$ cat src/rtl/itp_pkg.sv
`default_nettype none
package itp_pkg;

  // stack geometry
  localparam int STACK_DEPTH = 32;
  localparam int ADDR_W      = (STACK_DEPTH > 1) ? $clog2(STACK_DEPTH) : 1;
  localparam int CNT_W       = $clog2(STACK_DEPTH + 1);

  // result kinds
  localparam logic [1:0] KIND_SYMBOL = 2'd0;
  localparam logic [1:0] KIND_ERROR  = 2'd1;
  localparam logic [1:0] KIND_END    = 2'd2;

  // error codes
  localparam logic [1:0] ERR_CLOSE    = 2'd0;
  localparam logic [1:0] ERR_OPEN     = 2'd1;
  localparam logic [1:0] ERR_OVERFLOW = 2'd2;

  // characters with a meaning of their own
  localparam logic [7:0] CH_PLUS   = 8'h2B;
  localparam logic [7:0] CH_MINUS  = 8'h2D;
  localparam logic [7:0] CH_STAR   = 8'h2A;
  localparam logic [7:0] CH_SLASH  = 8'h2F;
  localparam logic [7:0] CH_CARET  = 8'h5E;
  localparam logic [7:0] CH_LPAREN = 8'h28;
  localparam logic [7:0] CH_RPAREN = 8'h29;
  localparam logic [7:0] CH_DOT    = 8'h2E;

  // one result item
  typedef struct packed {
    logic [7:0] symbol;
    logic [1:0] kind;
    logic [1:0] code;
  } res_t;

  // sequencer to result buffer
  typedef struct packed {
    logic produce;
    logic run_end;
    res_t res;
  } emit_t;

  function automatic logic is_digit(input logic [7:0] c);
    return c inside {[8'h30:8'h39]};
  endfunction

  function automatic logic is_letter(input logic [7:0] c);
    return c inside {[8'h41:8'h5A], [8'h61:8'h7A]};
  endfunction

  function automatic logic is_operator(input logic [7:0] c);
    return c inside {CH_PLUS, CH_MINUS, CH_STAR, CH_SLASH, CH_CARET};
  endfunction

  function automatic logic [1:0] prec(input logic [7:0] c);
    logic [1:0] p;
    case (c)
      CH_CARET:           p = 2'd3;
      CH_STAR, CH_SLASH:  p = 2'd2;
      CH_PLUS, CH_MINUS:  p = 2'd1;
      default:            p = 2'd0;
    endcase
    return p;
  endfunction

endpackage
`default_nettype wire

$ cat src/rtl/infix_to_postfix_converter.sv
`default_nettype none
// Infix to postfix converter: takes one infix character per transfer and
// returns postfix symbols, error items and an end item, with out_last_of_run
// on the final result of each input item. Each item is captured and then
// evaluated; each symbol popped off the stack in the main loop, and the
// open paren dropped by a close paren, is followed by a registered read of
// the stack RAM that brings up the new top. A function name popped after
// its close paren is also followed by that read. A finish that meets an
// open paren emits the end item from a state of its own. The block waits
// while a result is ready but cannot be stored. A result is held until
// the next result of its item or the end of the item is known and then
// moves to the output register; one finished result may wait there while
// the next item is taken, and the block holds when a further result is
// ready before the waiting one has been taken. The stack needs no
// clearing after reset.
module infix_to_postfix_converter (
  input  wire logic       clk,
  input  wire logic       rst_n,
  input  wire logic       in_valid,
  output logic            in_stall,
  input  wire logic       in_command,
  input  wire logic [7:0] in_token_char,
  output logic            out_valid,
  input  wire logic       out_stall,
  output logic      [7:0] out_symbol,
  output logic      [1:0] out_kind,
  output logic      [1:0] out_error_code,
  output logic            out_last_of_run
);

  logic                      ram_we;
  logic [itp_pkg::ADDR_W-1:0] ram_waddr;
  logic [7:0]                ram_wdata;
  logic                      ram_re;
  logic [itp_pkg::ADDR_W-1:0] ram_raddr;
  logic [7:0]                ram_rd_data;
  itp_pkg::emit_t            emit;
  logic                      can_produce;
  itp_pkg::res_t             out_res;

  // symbol stack storage
  itp_stack_ram u_ram (
    .clk     (clk),
    .we      (ram_we),
    .waddr   (ram_waddr),
    .wdata   (ram_wdata),
    .re      (ram_re),
    .raddr   (ram_raddr),
    .rd_data (ram_rd_data)
  );

  // shunting-yard sequencer
  itp_ctrl u_ctrl (
    .clk           (clk),
    .rst_n         (rst_n),
    .in_valid      (in_valid),
    .in_stall      (in_stall),
    .in_command    (in_command),
    .in_token_char (in_token_char),
    .ram_we        (ram_we),
    .ram_waddr     (ram_waddr),
    .ram_wdata     (ram_wdata),
    .ram_re        (ram_re),
    .ram_raddr     (ram_raddr),
    .ram_rd_data   (ram_rd_data),
    .emit          (emit),
    .can_produce   (can_produce)
  );

  // result hold and output register
  itp_result_buf u_buf (
    .clk         (clk),
    .rst_n       (rst_n),
    .emit        (emit),
    .can_produce (can_produce),
    .out_stall   (out_stall),
    .out_valid   (out_valid),
    .out_res     (out_res),
    .out_last    (out_last_of_run)
  );

  assign out_symbol     = out_res.symbol;
  assign out_kind       = out_res.kind;
  assign out_error_code = out_res.code;

endmodule
`default_nettype wire

$ cat src/rtl/itp_stack_ram.sv
`default_nettype none
module itp_stack_ram (
  input  wire logic                      clk,
  input  wire logic                      we,
  input  wire logic [itp_pkg::ADDR_W-1:0] waddr,
  input  wire logic [7:0]                wdata,
  input  wire logic                      re,
  input  wire logic [itp_pkg::ADDR_W-1:0] raddr,
  output logic      [7:0]                rd_data
);

  logic [7:0] mem [itp_pkg::STACK_DEPTH];
  logic [7:0] rd_data_r;

  // single write port, registered read port
  always_ff @(posedge clk) begin
    if (we) begin
      mem[waddr] <= wdata;
    end
    if (re) begin
      rd_data_r <= mem[raddr];
    end
  end

  assign rd_data = rd_data_r;

endmodule
`default_nettype wire

$ cat src/rtl/itp_result_buf.sv
`default_nettype none
module itp_result_buf (
  input  wire logic          clk,
  input  wire logic          rst_n,
  input  wire itp_pkg::emit_t emit,
  output logic               can_produce,
  input  wire logic          out_stall,
  output logic               out_valid,
  output itp_pkg::res_t      out_res,
  output logic               out_last
);

  logic          hold_v_r, hold_v_nxt;
  logic          hold_last_r, hold_last_nxt;
  itp_pkg::res_t hold_res_r;
  logic          out_valid_r, out_valid_nxt;
  itp_pkg::res_t out_res_r;
  logic          out_last_r;
  logic          out_free;
  logic          move;

  // the held result leaves once its successor exists or its run has ended
  assign out_free    = !out_valid_r || !out_stall;
  assign can_produce = !hold_v_r || out_free;
  assign move        = hold_v_r && out_free && (emit.produce || hold_last_r);

  always_comb begin
    out_valid_nxt = out_valid_r;
    if (move) begin
      out_valid_nxt = 1'b1;
    end else if (out_valid_r && !out_stall) begin
      out_valid_nxt = 1'b0;
    end

    hold_v_nxt = hold_v_r;
    if (emit.produce) begin
      hold_v_nxt = 1'b1;
    end else if (move) begin
      hold_v_nxt = 1'b0;
    end

    hold_last_nxt = hold_last_r;
    if (emit.produce) begin
      hold_last_nxt = emit.run_end;
    end else if (emit.run_end) begin
      hold_last_nxt = 1'b1;
    end
  end

  // control state
  always_ff @(posedge clk) begin
    if (!rst_n) begin
      hold_v_r    <= 1'b0;
      hold_last_r <= 1'b0;
      out_valid_r <= 1'b0;
    end else begin
      hold_v_r    <= hold_v_nxt;
      hold_last_r <= hold_last_nxt;
      out_valid_r <= out_valid_nxt;
    end
  end

  // payload
  always_ff @(posedge clk) begin
    if (emit.produce) begin
      hold_res_r <= emit.res;
    end
    if (move) begin
      out_res_r  <= hold_res_r;
      out_last_r <= hold_last_r;
    end
  end

  assign out_valid = out_valid_r;
  assign out_res   = out_res_r;
  assign out_last  = out_last_r;

  // an end item always closes its run
  a_end_is_last: assert property (@(posedge clk) disable iff (!rst_n)
    out_valid_r && out_res_r.kind == itp_pkg::KIND_END |-> out_last_r)
    else $error("end item without last flag");

  // a new result never overwrites a held one that could not leave
  a_no_overwrite: assert property (@(posedge clk) disable iff (!rst_n)
    emit.produce && hold_v_r |-> out_free)
    else $error("held result overwritten");

  // a presented result that is not taken is still there next cycle
  a_out_kept: assert property (@(posedge clk) disable iff (!rst_n)
    out_valid_r && out_stall |=> out_valid_r)
    else $error("stalled result dropped");

endmodule
`default_nettype wire

$ cat src/rtl/itp_ctrl.sv
`default_nettype none
module itp_ctrl (
  input  wire logic                       clk,
  input  wire logic                       rst_n,
  input  wire logic                       in_valid,
  output logic                            in_stall,
  input  wire logic                       in_command,
  input  wire logic [7:0]                 in_token_char,
  output logic                            ram_we,
  output logic      [itp_pkg::ADDR_W-1:0] ram_waddr,
  output logic      [7:0]                 ram_wdata,
  output logic                            ram_re,
  output logic      [itp_pkg::ADDR_W-1:0] ram_raddr,
  input  wire logic [7:0]                 ram_rd_data,
  output itp_pkg::emit_t                  emit,
  input  wire logic                       can_produce
);

  localparam logic [2:0] S_IDLE       = 3'd0;
  localparam logic [2:0] S_EVAL       = 3'd1;
  localparam logic [2:0] S_FETCH_MAIN = 3'd2;
  localparam logic [2:0] S_FUNC       = 3'd3;
  localparam logic [2:0] S_FETCH_FUNC = 3'd4;
  localparam logic [2:0] S_FETCH_DONE = 3'd5;
  localparam logic [2:0] S_FINEND     = 3'd6;

  logic [2:0]                state_r, state_nxt;
  logic [itp_pkg::CNT_W-1:0] count_r, count_nxt;
  logic                      err_r, err_nxt;
  logic [7:0]                top_r, top_nxt;
  logic                      cmd_r;
  logic [7:0]                ch_r;
  logic [itp_pkg::CNT_W-1:0] cnt_m1;
  logic [itp_pkg::CNT_W-1:0] cnt_m2;
  logic                      nonempty;
  logic                      full;
  logic                      op_pops;
  logic                      push_req;

  assign cnt_m1   = count_r - itp_pkg::CNT_W'(1);
  assign cnt_m2   = count_r - itp_pkg::CNT_W'(2);
  assign nonempty = (count_r != '0);
  assign full     = (count_r == itp_pkg::CNT_W'(itp_pkg::STACK_DEPTH));
  assign in_stall = (state_r != S_IDLE);

  // stacked operator leaves before the incoming one
  assign op_pops = nonempty && itp_pkg::is_operator(top_r) &&
                   ((itp_pkg::prec(top_r) > itp_pkg::prec(ch_r)) ||
                    ((itp_pkg::prec(top_r) == itp_pkg::prec(ch_r)) &&
                     (ch_r != itp_pkg::CH_CARET)));

  always_comb begin
    state_nxt = state_r;
    count_nxt = count_r;
    err_nxt   = err_r;
    top_nxt   = top_r;
    ram_we    = 1'b0;
    ram_waddr = count_r[itp_pkg::ADDR_W-1:0];
    ram_wdata = ch_r;
    ram_re    = 1'b0;
    ram_raddr = cnt_m2[itp_pkg::ADDR_W-1:0];
    emit      = '0;
    push_req  = 1'b0;

    case (state_r)
      S_IDLE: begin
        if (in_valid) begin
          state_nxt = S_EVAL;
        end
      end

      S_EVAL: begin
        if (cmd_r) begin
          // finish: flush down to an open paren, then the end item
          if (err_r || !nonempty) begin
            if (can_produce) begin
              emit.produce  = 1'b1;
              emit.run_end  = 1'b1;
              emit.res.kind = itp_pkg::KIND_END;
              count_nxt     = '0;
              err_nxt       = 1'b0;
              state_nxt     = S_IDLE;
            end
          end else if (top_r == itp_pkg::CH_LPAREN) begin
            if (can_produce) begin
              emit.produce  = 1'b1;
              emit.res.kind = itp_pkg::KIND_ERROR;
              emit.res.code = itp_pkg::ERR_OPEN;
              state_nxt     = S_FINEND;
            end
          end else if (can_produce) begin
            emit.produce    = 1'b1;
            emit.res.symbol = top_r;
            count_nxt       = cnt_m1;
            ram_re          = (count_r > itp_pkg::CNT_W'(1));
            state_nxt       = S_FETCH_MAIN;
          end
        end else if (err_r) begin
          emit.run_end = 1'b1;
          state_nxt    = S_IDLE;
        end else if (itp_pkg::is_digit(ch_r) || ch_r == itp_pkg::CH_DOT) begin
          // operand characters pass straight out
          if (can_produce) begin
            emit.produce    = 1'b1;
            emit.run_end    = 1'b1;
            emit.res.symbol = ch_r;
            state_nxt       = S_IDLE;
          end
        end else if (itp_pkg::is_letter(ch_r) || ch_r == itp_pkg::CH_LPAREN) begin
          push_req = 1'b1;
        end else if (itp_pkg::is_operator(ch_r)) begin
          if (op_pops) begin
            if (can_produce) begin
              emit.produce    = 1'b1;
              emit.res.symbol = top_r;
              count_nxt       = cnt_m1;
              ram_re          = (count_r > itp_pkg::CNT_W'(1));
              state_nxt       = S_FETCH_MAIN;
            end
          end else begin
            push_req = 1'b1;
          end
        end else if (ch_r == itp_pkg::CH_RPAREN) begin
          // close paren: unwind to the matching open paren
          if (!nonempty) begin
            if (can_produce) begin
              emit.produce  = 1'b1;
              emit.run_end  = 1'b1;
              emit.res.kind = itp_pkg::KIND_ERROR;
              emit.res.code = itp_pkg::ERR_CLOSE;
              err_nxt       = 1'b1;
              state_nxt     = S_IDLE;
            end
          end else if (top_r == itp_pkg::CH_LPAREN) begin
            count_nxt = cnt_m1;
            ram_re    = (count_r > itp_pkg::CNT_W'(1));
            state_nxt = S_FETCH_FUNC;
          end else if (can_produce) begin
            emit.produce    = 1'b1;
            emit.res.symbol = top_r;
            count_nxt       = cnt_m1;
            ram_re          = (count_r > itp_pkg::CNT_W'(1));
            state_nxt       = S_FETCH_MAIN;
          end
        end else begin
          emit.run_end = 1'b1;
          state_nxt    = S_IDLE;
        end
      end

      S_FETCH_MAIN: begin
        top_nxt   = ram_rd_data;
        state_nxt = S_EVAL;
      end

      S_FETCH_FUNC: begin
        top_nxt   = ram_rd_data;
        state_nxt = S_FUNC;
      end

      S_FETCH_DONE: begin
        top_nxt   = ram_rd_data;
        state_nxt = S_IDLE;
      end

      S_FUNC: begin
        // function name right below the matched open paren
        if (nonempty && itp_pkg::is_letter(top_r)) begin
          if (can_produce) begin
            emit.produce    = 1'b1;
            emit.run_end    = 1'b1;
            emit.res.symbol = top_r;
            count_nxt       = cnt_m1;
            ram_re          = (count_r > itp_pkg::CNT_W'(1));
            state_nxt       = S_FETCH_DONE;
          end
        end else begin
          emit.run_end = 1'b1;
          state_nxt    = S_IDLE;
        end
      end

      S_FINEND: begin
        if (can_produce) begin
          emit.produce  = 1'b1;
          emit.run_end  = 1'b1;
          emit.res.kind = itp_pkg::KIND_END;
          count_nxt     = '0;
          err_nxt       = 1'b0;
          state_nxt     = S_IDLE;
        end
      end

      default: begin
        state_nxt = S_IDLE;
      end
    endcase

    // push with overflow check; the cached top forwards the new entry
    if (push_req) begin
      if (full) begin
        if (can_produce) begin
          emit.produce  = 1'b1;
          emit.run_end  = 1'b1;
          emit.res.kind = itp_pkg::KIND_ERROR;
          emit.res.code = itp_pkg::ERR_OVERFLOW;
          err_nxt       = 1'b1;
          state_nxt     = S_IDLE;
        end
      end else begin
        ram_we       = 1'b1;
        top_nxt      = ch_r;
        count_nxt    = count_r + itp_pkg::CNT_W'(1);
        emit.run_end = 1'b1;
        state_nxt    = S_IDLE;
      end
    end
  end

  // control state
  always_ff @(posedge clk) begin
    if (!rst_n) begin
      state_r <= S_IDLE;
      count_r <= '0;
      err_r   <= 1'b0;
    end else begin
      state_r <= state_nxt;
      count_r <= count_nxt;
      err_r   <= err_nxt;
    end
  end

  // item capture and cached top of stack
  always_ff @(posedge clk) begin
    top_r <= top_nxt;
    if (state_r == S_IDLE && in_valid) begin
      cmd_r <= in_command;
      ch_r  <= in_token_char;
    end
  end

  a_count_range: assert property (@(posedge clk) disable iff (!rst_n)
    count_r <= itp_pkg::CNT_W'(itp_pkg::STACK_DEPTH))
    else $error("stack count beyond depth");

  a_produce_ok: assert property (@(posedge clk) disable iff (!rst_n)
    emit.produce |-> can_produce)
    else $error("result produced while buffer blocked");

  a_transfer_to_eval: assert property (@(posedge clk) disable iff (!rst_n)
    state_r == S_IDLE && in_valid |=> state_r == S_EVAL)
    else $error("accepted item not evaluated");

  a_fetch_after_read: assert property (@(posedge clk) disable iff (!rst_n)
    state_r == S_FETCH_MAIN |-> $past(count_r) == count_r + itp_pkg::CNT_W'(1))
    else $error("fetch without pop");

endmodule
`default_nettype wire

$ cat config.mk
export PLATFORM = sky130hd
export DESIGN_NAME = infix_to_postfix_converter
export DESIGN_NICKNAME = d
export VERILOG_FILES = /design/src/rtl/itp_pkg.sv /design/src/rtl/infix_to_postfix_converter.sv /design/src/rtl/itp_stack_ram.sv /design/src/rtl/itp_result_buf.sv /design/src/rtl/itp_ctrl.sv
export SDC_FILE = /design/constraint.sdc
export NUM_CORES = 1
export LEC_CHECK = 0
export CAP_MARGIN = 20
export CORE_AREA = 2 2 210 129
export CTS_BUF_LIST = sky130_fd_sc_hd__clkbuf_4 sky130_fd_sc_hd__clkbuf_8 sky130_fd_sc_hd__clkbuf_16
export DETAILED_ROUTE_END_ITERATION = 8
export DIE_AREA = 0 0 212 131
export DONT_BUFFER_PORTS = 1
export PLACE_DENSITY = 0.72
export SKIP_CTS_REPAIR_TIMING = 1
export SLEW_MARGIN = 10
export SYNTH_ARGS = -nofsm -noshare
export SYNTH_HDL_FRONTEND = slang
export SYNTH_SLANG_ARGS = --single-unit
$ cat constraint.sdc
create_clock -name clk -period 4.1 [get_ports clk]
set_input_delay 1.23 -clock clk [delete_from_list [all_inputs] [get_ports clk]]
set_output_delay 1.23 -clock clk [all_outputs]
set_load 0.01 [all_outputs]
-- Word level (Yosys, flattened, before mapping)
Memory sizes are Yosys's and may differ from the RTL's. A register that Yosys moved wholly into a read port is not among the register bits.
Index checks and enable logic that the tools add are counted.
- bits in registers: 55
- memories: 1
- output and inout bits: 15
- RAM bits: 256
- $lt $le $gt $ge: 12
- eq/ne operators: 23
- muxes and demuxes: 150
- $add $sub $neg: 3
- reductions and logical operators: 39
- memories (name ; words ; bits a word ; rd ports ; clocked after Yosys merged registers in ; write ports ; RTL line ; text):
    u_ram.mem ; 32 ; 8 ; 1 ; 1 ; 1 ; itp_stack_ram.sv:12 ; logic [7:0] mem [itp_pkg::STACK_DEPTH];
- operators with widths (cell ; count):
    8-bit by 6-bit == test with 1-bit output, second input constant ; 12
    6-bit two-way mux ; 16
    14-bit two-way mux ; 6
    8-bit two-way mux ; 10
    3-bit two-way mux ; 24
    10-bit two-way mux ; 6
    1-bit two-way mux ; 59
    8-bit by 7-bit greater-or-equal comparator with 1-bit output, second input constant ; 4
    8-bit by 7-bit <= comparator with 1-bit output, second input constant ; 4
    4-bit two-way mux ; 8
    12-bit two-way mux ; 2
    2-bit two-way mux ; 10
    2-bit case mux with 3 select lines ; 3
    3-bit case mux with 6 select lines ; 1
    6-bit case mux with 3 select lines ; 1
    8-bit by 7-bit == test with 1-bit output, second input constant ; 2
    8-bit case mux with 2 select lines ; 1
    1-bit logical AND ; 13
    2-bit nonzero test ; 5
    5-bit nonzero test ; 2
    3-bit == test, second input constant ; 3
    8-bit by 6-bit greater-or-equal comparator with 1-bit output, second input constant ; 1
    8-bit by 6-bit <= comparator with 1-bit output, second input constant ; 1
    8-bit by 7-bit != test with 1-bit output, second input constant ; 1
    other kinds (18) ; 32

-- Longest topological paths before layout
Gate-level depths: netlist of the first run.
- word-level depth: 28
- mapped depth: 15

-- By module
From an unflattened synthesis of the first run, not the netlist that was laid out.
- cells, all modules: 862
- area, all modules: 14082.3 um^2
- modules (own cells, without submodules) (module ; times used ; area an instance (um^2) ; cells an instance ; sequential area each (um^2)):
    itp_stack_ram ; 1 ; 10133.5 ; 417 ; 7927.6
    itp_ctrl ; 1 ; 3088.0 ; 408 ; 630.6
    itp_result_buf ; 1 ; 860.8 ; 37 ; 810.8

-- Least setup slack after synthesis of the first run
Ideal clock, no wire load.
- kind: reg-to-reg
- from: register u_ctrl.ch_r[2], in the netlist u_ctrl.ram_wdata[2]
- to: register u_buf.out_last_r, in the netlist u_buf.out_last, enable pin
- arrival time: 3.931 ns
- required time: 3.750 ns
- cell stages (with the launch flop): 16
- clock period less this slack: 4.280 ns
- setup slack: -0.180 ns
- buffers on the path: 1
- setup time: 0.350 ns
- cells stage by stage: edfxtp_1 buf_2 nor2_1 nand2_1 a21oi_1 a41oi_1 or3_1 ha_1 nand2_1 nor2_1 a211oi_2 nand3_1 a2111oi_1 nor3_2 inv_1 o211a_1
- RTL lines (item ; RTL line ; text):
    start, declared ; itp_ctrl.sv:32 ; logic [7:0] ch_r;
    start signal, assigned ; itp_ctrl.sv:238 ; ch_r <= in_token_char;
    end signal, assigned ; itp_result_buf.sv:70 ; out_last_r <= hold_last_r;
    end, declared ; itp_result_buf.sv:18 ; logic out_last_r;

-- Worst setup path after layout of the first run
- from: register u_ctrl.ch_r[7], in the netlist u_ctrl.ram_wdata[7]
- to: memory u_ram.mem[16][5], enable pin
- word-level cells in the longest chain between the ends: 17
- elaborated cells between the ends (all ways): 39
- ends and longest elaborated chain (item ; RTL line ; text):
    8-bit by 6-bit == test with 1-bit output ; itp_pkg.sv:52, itp_pkg.sv:57 ;
    2-bit OR reduction ; itp_pkg.sv:57 ; case (c)
    2-bit case mux with 3 select lines ; itp_pkg.sv:57 ;
    2-bit == test ; itp_ctrl.sv:49 ; ((itp_pkg::prec(top_r) == itp_pkg::prec(ch_r)) &&
    1-bit logical AND ; itp_ctrl.sv:49 ;
    1-bit logical OR ; itp_ctrl.sv:48 ; ((itp_pkg::prec(top_r) > itp_pkg::prec(ch_r)) ||
    1-bit logical AND ; itp_ctrl.sv:47 ; assign op_pops = nonempty && itp_pkg::is_operator(top_r) &&
    1-bit two-way mux ; itp_ctrl.sv:112 ; if (op_pops) begin
    1-bit two-way mux ; itp_ctrl.sv:111 ; end else if (itp_pkg::is_operator(ch_r)) begin
    1-bit two-way mux ; itp_ctrl.sv:109 ; end else if (itp_pkg::is_letter(ch_r) || ch_r == itp_pkg::CH_LPAREN) begin
    1-bit two-way mux * ; itp_ctrl.sv:101 ; end else if (itp_pkg::is_digit(ch_r) || ch_r == itp_pkg::CH_DOT) begin
    1-bit two-way mux * ; itp_ctrl.sv:98 ; end else if (err_r) begin
    1-bit two-way mux * ; itp_ctrl.sv:73 ; if (cmd_r) begin
    1-bit two-way mux * ; itp_ctrl.sv:65 ; case (state_r)
    1-bit two-way mux * ; itp_ctrl.sv:200 ; if (push_req) begin
    1-bit two-way mux * ; itp_stack_ram.sv:17 ; if (we) begin
    1-bit two-way mux (implied by the code) * ; itp_stack_ram.sv:18 ; mem[waddr] <= wdata;
    end, declared ; itp_stack_ram.sv:12 ;
Every way passes the cells marked *; elsewhere a longest branch is shown, timed or not.

==> results of run 1 <==
-- placed cells by master (no fill, tap or decap), drive strengths merged, types with 6 or more instances in the layout --
cell,synthesis,layout
buf,26,73
mux4,80,80
a21oi,27,27
mux2,8,8
inv,16,17
edfxtp,298,298
xnor2,6,6
nor3,23,23
mux2i,10,10
or3,8,8
nor2,49,49
o31ai,6,6
dfxtp,21,21
clkinv,1,9
o21ai,30,30
ha,11,11
nand2,46,46
nand3,22,22
a2111oi,6,6
clkbuf,25,40
a31oi,14,14
-- cell families after synthesis --
logic type               Yosys count
adder cells (fa/ha/maj)           11
buffers and inverters             68
AND/OR/NAND/NOR                  193
AO/OA/AOI/OAI                    152
XOR/XNOR                          11
multiplexers                      98
flip-flops                       319
-- through the flow --
step,cells,area [um^2],utilization (%),hold WS (ns),power (mW)
CTS,1288,15800,61.0,0.422,7.93
global route,1288,15800,61.0,0.424,8.19
detailed placement,1234,14800,57.1,0.405,5.13
global placement,1234,14800,57.1,0.401,5.12
floorplan,852,14000,-,0.400,4.70
finish,1288,15800,61.0,0.423,7.93
-- path summary, 6_finish.rpt --
path              slack, ns                          start                          to
setup / recovery       0.12  u_ctrl.ram_wdata[7]$_DFFE_PP_  u_ram.mem[16][5]$_DFFE_PP_
hold / removal         0.42  u_buf.hold_res_r[6]$_DFFE_PP_  u_buf.out_res[6]$_DFFE_PP_
setup reg to reg       0.12  u_ctrl.ram_wdata[7]$_DFFE_PP_  u_ram.mem[16][5]$_DFFE_PP_
hold reg to reg        0.42  u_buf.hold_res_r[6]$_DFFE_PP_  u_buf.out_res[6]$_DFFE_PP_
-- registers in the layout, summed over array words and instances, names as in the netlist --
register,flops
u_buf.hold_res_r,12
u_ctrl.cmd_r,1
u_buf.out_res,12
u_ram.rd_data,8
u_buf.out_last,1
u_ram.mem,256
u_ctrl.count_r,6
u_ctrl.top_r,8
u_buf.out_valid,1
u_ctrl.state_r,3
u_ctrl.err_r,1
u_buf.hold_last_r,1
u_buf.hold_v_r,1
u_ctrl.ram_wdata,8
-- routing by layer --
metal	up-vias	share of wire [%]	global-route usage, %
li1	3578	-	-
met1	4252	45	42.4
met2	537	39	32.0
met3	56	15	9.82
met4	2	1.4	3.89
met5	-	0.026	0
-- critical path: stages (launching register included) --
cell	delay, ns
edfxtp_1	0.39
buf_4	0.27
nor3_2	0.23
a211oi_1	0.08
nor3_1	0.50
ha_1	0.36
nand2b_1	0.14
a21oi_1	0.26
a211oi_2	0.07
buf_4	0.17
a21oi_2	0.21
o211a_1	0.24
nand2_1	0.27
nor2_1	0.28
buf_4	0.21
-- report_power, final --
part,leakage (nW),internal [mW],switching [mW]
Combinational,1.71,0.527,0.818
Clock,0.500,1.66,1.16
Sequential,2.86,3.67,0.0853
-- area by class of cell --
class,instances,area (um^2),share of cell area [%]
Sequential cell,319,9380,59.2
Tap cell,360,450,2.84
Clock inverter,14,149,0.940
Inverter,17,63.8,0.403
Timing Repair Buffer,73,552,3.48
Multi-Input combinational cell,465,4380,27.7
Clock buffer,40,862,5.44
==> summary.txt, run 1 <==
Outcome
  • Outcome: finished clean

Clock network
  • Clk sinks: 319
  • Clock buffer depth: 3
  • Root Driver: clkbuf_16
  • H-tree Lvls: 1
  • TritonCTS Buffers: 30
  • Worst skew pair latency: 0.57 ns
  • CTS tree: yes
  • Clock-pin slew on the worst setup and hold paths: 0.06 ns

Synthesis
  • FF+latch count, synth: 319
  • Synthesized area per cell: 16.5 um^2
  • Post-synthesis cell count: 852
  • XOR/XNOR share of the synthesized area: 0.687%
  • Mapped Area: 0.0140 mm^2
  • Top-count cell post-synth: edfxtp_1
  • Synth Area in Compound Gates: 8.30%
  • Async set or reset register ratio after synthesis: 0%
  • Commonest cells post-synth: edfxtp_1 (298), mux4_2 (80), nor2_1 (48)
  • Synth top area cells: edfxtp_1 (64%), mux4_2 (13%), dfxtp_1 (3.0%)
  • Post-Synth Simple-Gate Area: 7.00%
  • Ys flop type: edfxtp_1
  • Synth warn: 0
  • Seq/Total Area, Yosys: 66.8%
  • Distinct cells, synth: 90
  • Number of flops mapped to enable cells by yosys: 298
  • Mapped Nets: 876
  • Adder-cell share of the synthesized area: 0.981%
  • Top cell type's share of synthesized area: 63.8%
  • Main combinational cell family by area after synthesis: multiplexers
  • Top cell type by total area after synthesis: edfxtp_1
  • Mux cell area share after synthesis: 14.2%

Worst setup path
  • Crit path max fanout: 37
  • Crit path DAT: 4.26 ns
  • Setup crit end kind: register
  • Startpoint Class: register
  • Worst endpoint required time: 4.38 ns
  • Crit Path Class: reg2reg
  • R2r worst-path depth: 14

Placement
  • HPWL Detailed: 23.4 mm
  • PortBufs: 0
  • Post-Place Worst Slack: 0.240 ns
  • Routability Congestion: 1.09

Die
  • Die Width: 212 um
  • Core Area: 0.0260 mm^2
  • Die area: 0.0278 mm^2
  • Io pins: 28
  • Initial Utilization: 54.1%
  • Height of the die: 131 um
  • # rows: 46

Routing
  • DR DRC count: 0
  • Initial DRC Count: 1127
  • Total number of vias: 8425
  • DRT Wirelength: 34.7 mm
  • Vias per cell: 6.54
  • Drt first pass iters: 6
  • Routed WL per cell: 26.9 um
  • Final ANT Viol Nets: 0

Timing
  • Setup violators final: 0
  • Fmax: 251 MHz
  • Post-route setup slack: 0.116 ns
  • Final min period: 3.98 ns
  • Final hold vios: 0
  • Unrepaired setup endpoints after global routing: no
  • Final period util: 97.2%
  • Final slew viol count: 0
  • Fin Setup TNS: 0 ns
  • Clock Skews: 0.0140 ns
  • Worst Tran Pin Value: 1.04 ns
  • Slew Limit Headroom: 30.8%

Global routing
  • Gr ovfl total: 0
  • Largest net degree at the start of global routing: 73
  • Tot GR Track Use: 25.7%
  • Global-route wire length before repair: 51.0 mm
  • Initial antenna violation count: 1
  • Vias in the first global route: 7686

Power and ir drop
  • Leak Pwr: 5.07 nW
  • Peak VDD IR: 0.373 mV
  • P per Cell Area: 501 mW/mm^2

Worst hold path
  • Hold/Removal Path Class: reg2reg
  • Worst hold stages: 0

Layout
  • Area growth, synth to finish: 12.9%
  • Nets@finish: 930
  • N_diodes: 0
  • Fillers: 1904
  • Share of cells above drive strength 1: 26.3%

Flow run
  • Max cap viols: 0
(Power assumes the default switching activity.)
==> run 2: changes to the inputs <==
--- a/config.mk
+++ b/config.mk
@@ -5,15 +5,16 @@
 export SDC_FILE = /design/constraint.sdc
 export NUM_CORES = 1
 export LEC_CHECK = 0
+export ABC_AREA = 1
 export CAP_MARGIN = 20
-export CORE_AREA = 2 2 210 129
+export CORE_AREA = 2 2 211 130
 export CTS_BUF_LIST = sky130_fd_sc_hd__clkbuf_4 sky130_fd_sc_hd__clkbuf_8 sky130_fd_sc_hd__clkbuf_16
 export DETAILED_ROUTE_END_ITERATION = 8
-export DIE_AREA = 0 0 212 131
+export DIE_AREA = 0 0 213 132
 export DONT_BUFFER_PORTS = 1
 export PLACE_DENSITY = 0.72
 export SKIP_CTS_REPAIR_TIMING = 1
-export SLEW_MARGIN = 10
+export SLEW_MARGIN = 20
 export SYNTH_ARGS = -nofsm -noshare
 export SYNTH_HDL_FRONTEND = slang
 export SYNTH_SLANG_ARGS = --single-unit
==> summary.txt, run 2 <==
Outcome
  • Outcome: finished clean

Worst setup path
  • Slowest cell on crit path: nor2_1
  • Crit-path cells: inv_1 > nand3_1 > nor2_1 > nand2_1 > nand2_1 > inv_1 > ha_1 > nand2_1 > nand3_1 > nand2_1 > inv_1 > nand2_1 > inv_1 > nand2_1 > nand2_2 > nand2_2 > nand2_4 > nor2_4 > nand2_1 > nor2_1
  • Startpoint Class: register
  • Crit path DAT: 4.08 ns
  • Crit path max fanout: 8
  • CP Buf/Inv Count: 4
  • Worst path most repeated cell: nand2_1
  • Crit Path Class: reg2reg
  • Worst endpoint required time: 4.29 ns
  • Max stage delay on crit path: 0.67 ns
  • Cell family with most CP delay: simple AND/OR/NAND/NOR gates
  • Setup crit end kind: register

Routing
  • DRT Wirelength: 42.4 mm
  • DR DRC count: 0
  • WL met1: 18.9 mm
  • Top layer in use: met5
  • Final ANT Viol Nets: 0
  • Met3 WL: 7.51 mm
  • Initial DRC Count: 1724
  • Drt first pass iters: 6
  • Vias per cell: 6.44
  • Total number of vias: 10874
  • Routed WL per cell: 25.1 um
  • Met2 WL: 15.4 mm

Timing
  • Slew Limit Headroom: 45.5%
  • Worst Tran Pin Value: 0.818 ns
  • Post-route setup slack: 0.215 ns
  • Final slew viol count: 0
  • Clock Skews: 0.0135 ns
  • Final hold vios: 0
  • WHS: 0.420 ns
  • Fin Setup TNS: 0 ns
  • Unrepaired setup endpoints after global routing: yes
  • Fmax: 257 MHz
  • Setup violators final: 0
  • Final period util: 94.8%
  • Final min period: 3.88 ns

Layout
  • Register with the most flip-flops: u_ram.mem
  • Design Area, Final: 0.0156 mm^2
  • Nets@finish: 1330
  • Area of the multi-input gates: 0.00422 mm^2
  • Fin cells: 1689
  • Commonest non-fill, non-tap cell in the layout: edfxtp_1
  • Fillers: 2095
  • Max reg flops: 256
  • Reg area: 0.00937 mm^2
  • Area growth, synth to finish: 10.2%
  • Fin util: 59.9%
  • Commonest non-fill, non-tap cells in the layout: edfxtp_1 (298), nor2_1 (220), nand2_1 (160), o21ai_0 (156), inv_1 (76)
  • Share of cells above drive strength 1: 9.49%

Power and ir drop
  • Comb power frac: 16.8%
  • Sequential power share: 49.2%
  • Pwr Total: 7.58 mW
  • Int Pwr: 5.38 mW
  • Switching share of total power: 29.0%
  • Sw power: 2.20 mW
  • Leak Pwr: 5.46 nW
  • Peak VDD IR: 0.319 mV
  • P per Cell Area: 485 mW/mm^2
  • Clk pwr share: 34.0%

Global routing
  • Largest net degree at the start of global routing: 83
  • Tot GR Track Use: 30.1%
  • Vias in the first global route: 9494
  • Global-route wire length before repair: 62.2 mm
  • Gr ovfl total: 0
  • Initial antenna violation count: 3

Placement
  • Placed standard-cell area: 0.0147 mm^2
  • HPWL Detailed: 28.8 mm
  • Routability Congestion: 1.06
  • Placed Cells: 1636
  • PortBufs: 0
  • Post-Place Worst Slack: 0.241 ns

Clock network
  • Worst skew pair latency: 0.56 ns
  • Clk sinks: 319
  • H-tree Lvls: 1
  • CTS tree: yes
  • Root Driver: clkbuf_16
  • Clock-pin slew on the worst setup and hold paths: 0.07 ns
  • TritonCTS Buffers: 28
  • Clock buffer depth: 3

Die
  • Initial Utilization: 54.4%
  • Height of the die: 132 um
  • # rows: 46
  • Io pins: 28
  • Die Width: 213 um
  • Die area: 0.0281 mm^2
  • Core Area: 0.0261 mm^2

Synthesis
  • Distinct cells, synth: 45
  • Ys flop type: edfxtp_1
  • Seq/Total Area, Yosys: 66.1%
  • Mapped Area: 0.0142 mm^2
  • Mapped Nets: 1318
  • Synth warn: 0
  • Top cell type's share of synthesized area: 63.1%
  • Async set or reset register ratio after synthesis: 0%
  • Number of flops mapped to enable cells by yosys: 298
  • Synth top area cells: edfxtp_1 (63%), nor2_1 (6.0%), o21ai_0 (5.5%)
  • Top cell type by total area after synthesis: edfxtp_1
  • Top-count cell post-synth: edfxtp_1
  • Synthesized area per cell: 11.0 um^2
  • Commonest cells post-synth: edfxtp_1 (298), nor2_1 (228), nand2_1 (160)
  • FF+latch count, synth: 319
  • Post-synthesis cell count: 1294

Worst hold path
  • Hold/Removal Path Class: reg2reg

Flow run
  • Max cap viols: 0
## run 2: changes by cell type in the layout (fill, tap and decap cells not counted), sizes merged, moves of 24 or more
cell and delta:
nand2 +117, o21ai +145, inv +67, buf -25, nor2 +186, mux4 -80, o221ai +50, nand3 +24
## run 2: power groups by stage
stage / clock, mW / combinational (mW) / sequential (mW)
finish: 2.58 / 1.27 / 3.73
detailed placement: 0 / 1.21 / 3.79
CTS: 2.60 / 1.22 / 3.72
global placement: 0 / 1.21 / 3.79
global route: 2.73 / 1.36 / 3.73
floorplan: 0 / 0.740 / 3.80
## run 2: logic make-up after synthesis
group / Yosys count / synth area share [%]
AOI/OAI and AO/OA: 338 / 14.4
xor gates and xnor gates: 8 / 0.494
adders and majority gates: 11 / 0.971
buffers and inverters: 151 / 4.26
DFF: 319 / 66.1
and+or+nand+nor: 467 / 13.8
## run 2: per-layer routing
layer / track usage, % / up-vias
met2: 34.3 / 864
met1: 52.6 / 5223
met4: 4.86 / 2
met3: 11.1 / 61
met5: 0 / -
li1: - / 4724
## run 2: worst reg2reg max path, stage by stage, from the launching register on
cell and delay [ns]:
edfxtp_1 0.41, inv_1 0.10, nand3_1 0.09, nor2_1 0.30, nand2_1 0.15, nand2_1 0.10, inv_1 0.05, ha_1 0.28
nand2_1 0.08, nand3_1 0.08, nand2_1 0.06, inv_1 0.04, nand2_1 0.05, inv_1 0.04, nand2_1 0.10, nand2_2 0.10
nand2_2 0.11, nand2_4 0.07, nor2_4 0.20, nand2_1 0.43, nor2_1 0.67
## run 2: final cells by class
cell class | count | area share [%]
timing repair buffer | 48 | 2.31
antenna | 1 | 0.0160
multi-input combinational | 824 | 27.0
clock buffer | 33 | 4.84
inverter | 85 | 2.10
sequential | 319 | 60.0
clock inverter | 19 | 0.817
tap | 360 | 2.88
## run 2: path summary, 6_finish.rpt
kind | start | endpoint | slack (ns) | depth (start not counted)
max | u_ctrl.ram_wdata[6]$_DFFE_PP_ | u_ram.mem[26][6]$_DFFE_PP_ | 0.22 | 20
min | u_buf.hold_res_r[10]$_DFFE_PP_ | u_buf.out_res[10]$_DFFE_PP_ | 0.42 | 0
max reg2reg | u_ctrl.ram_wdata[6]$_DFFE_PP_ | u_ram.mem[26][6]$_DFFE_PP_ | 0.22 | 20
min reg2reg | u_buf.hold_res_r[10]$_DFFE_PP_ | u_buf.out_res[10]$_DFFE_PP_ | 0.42 | 0
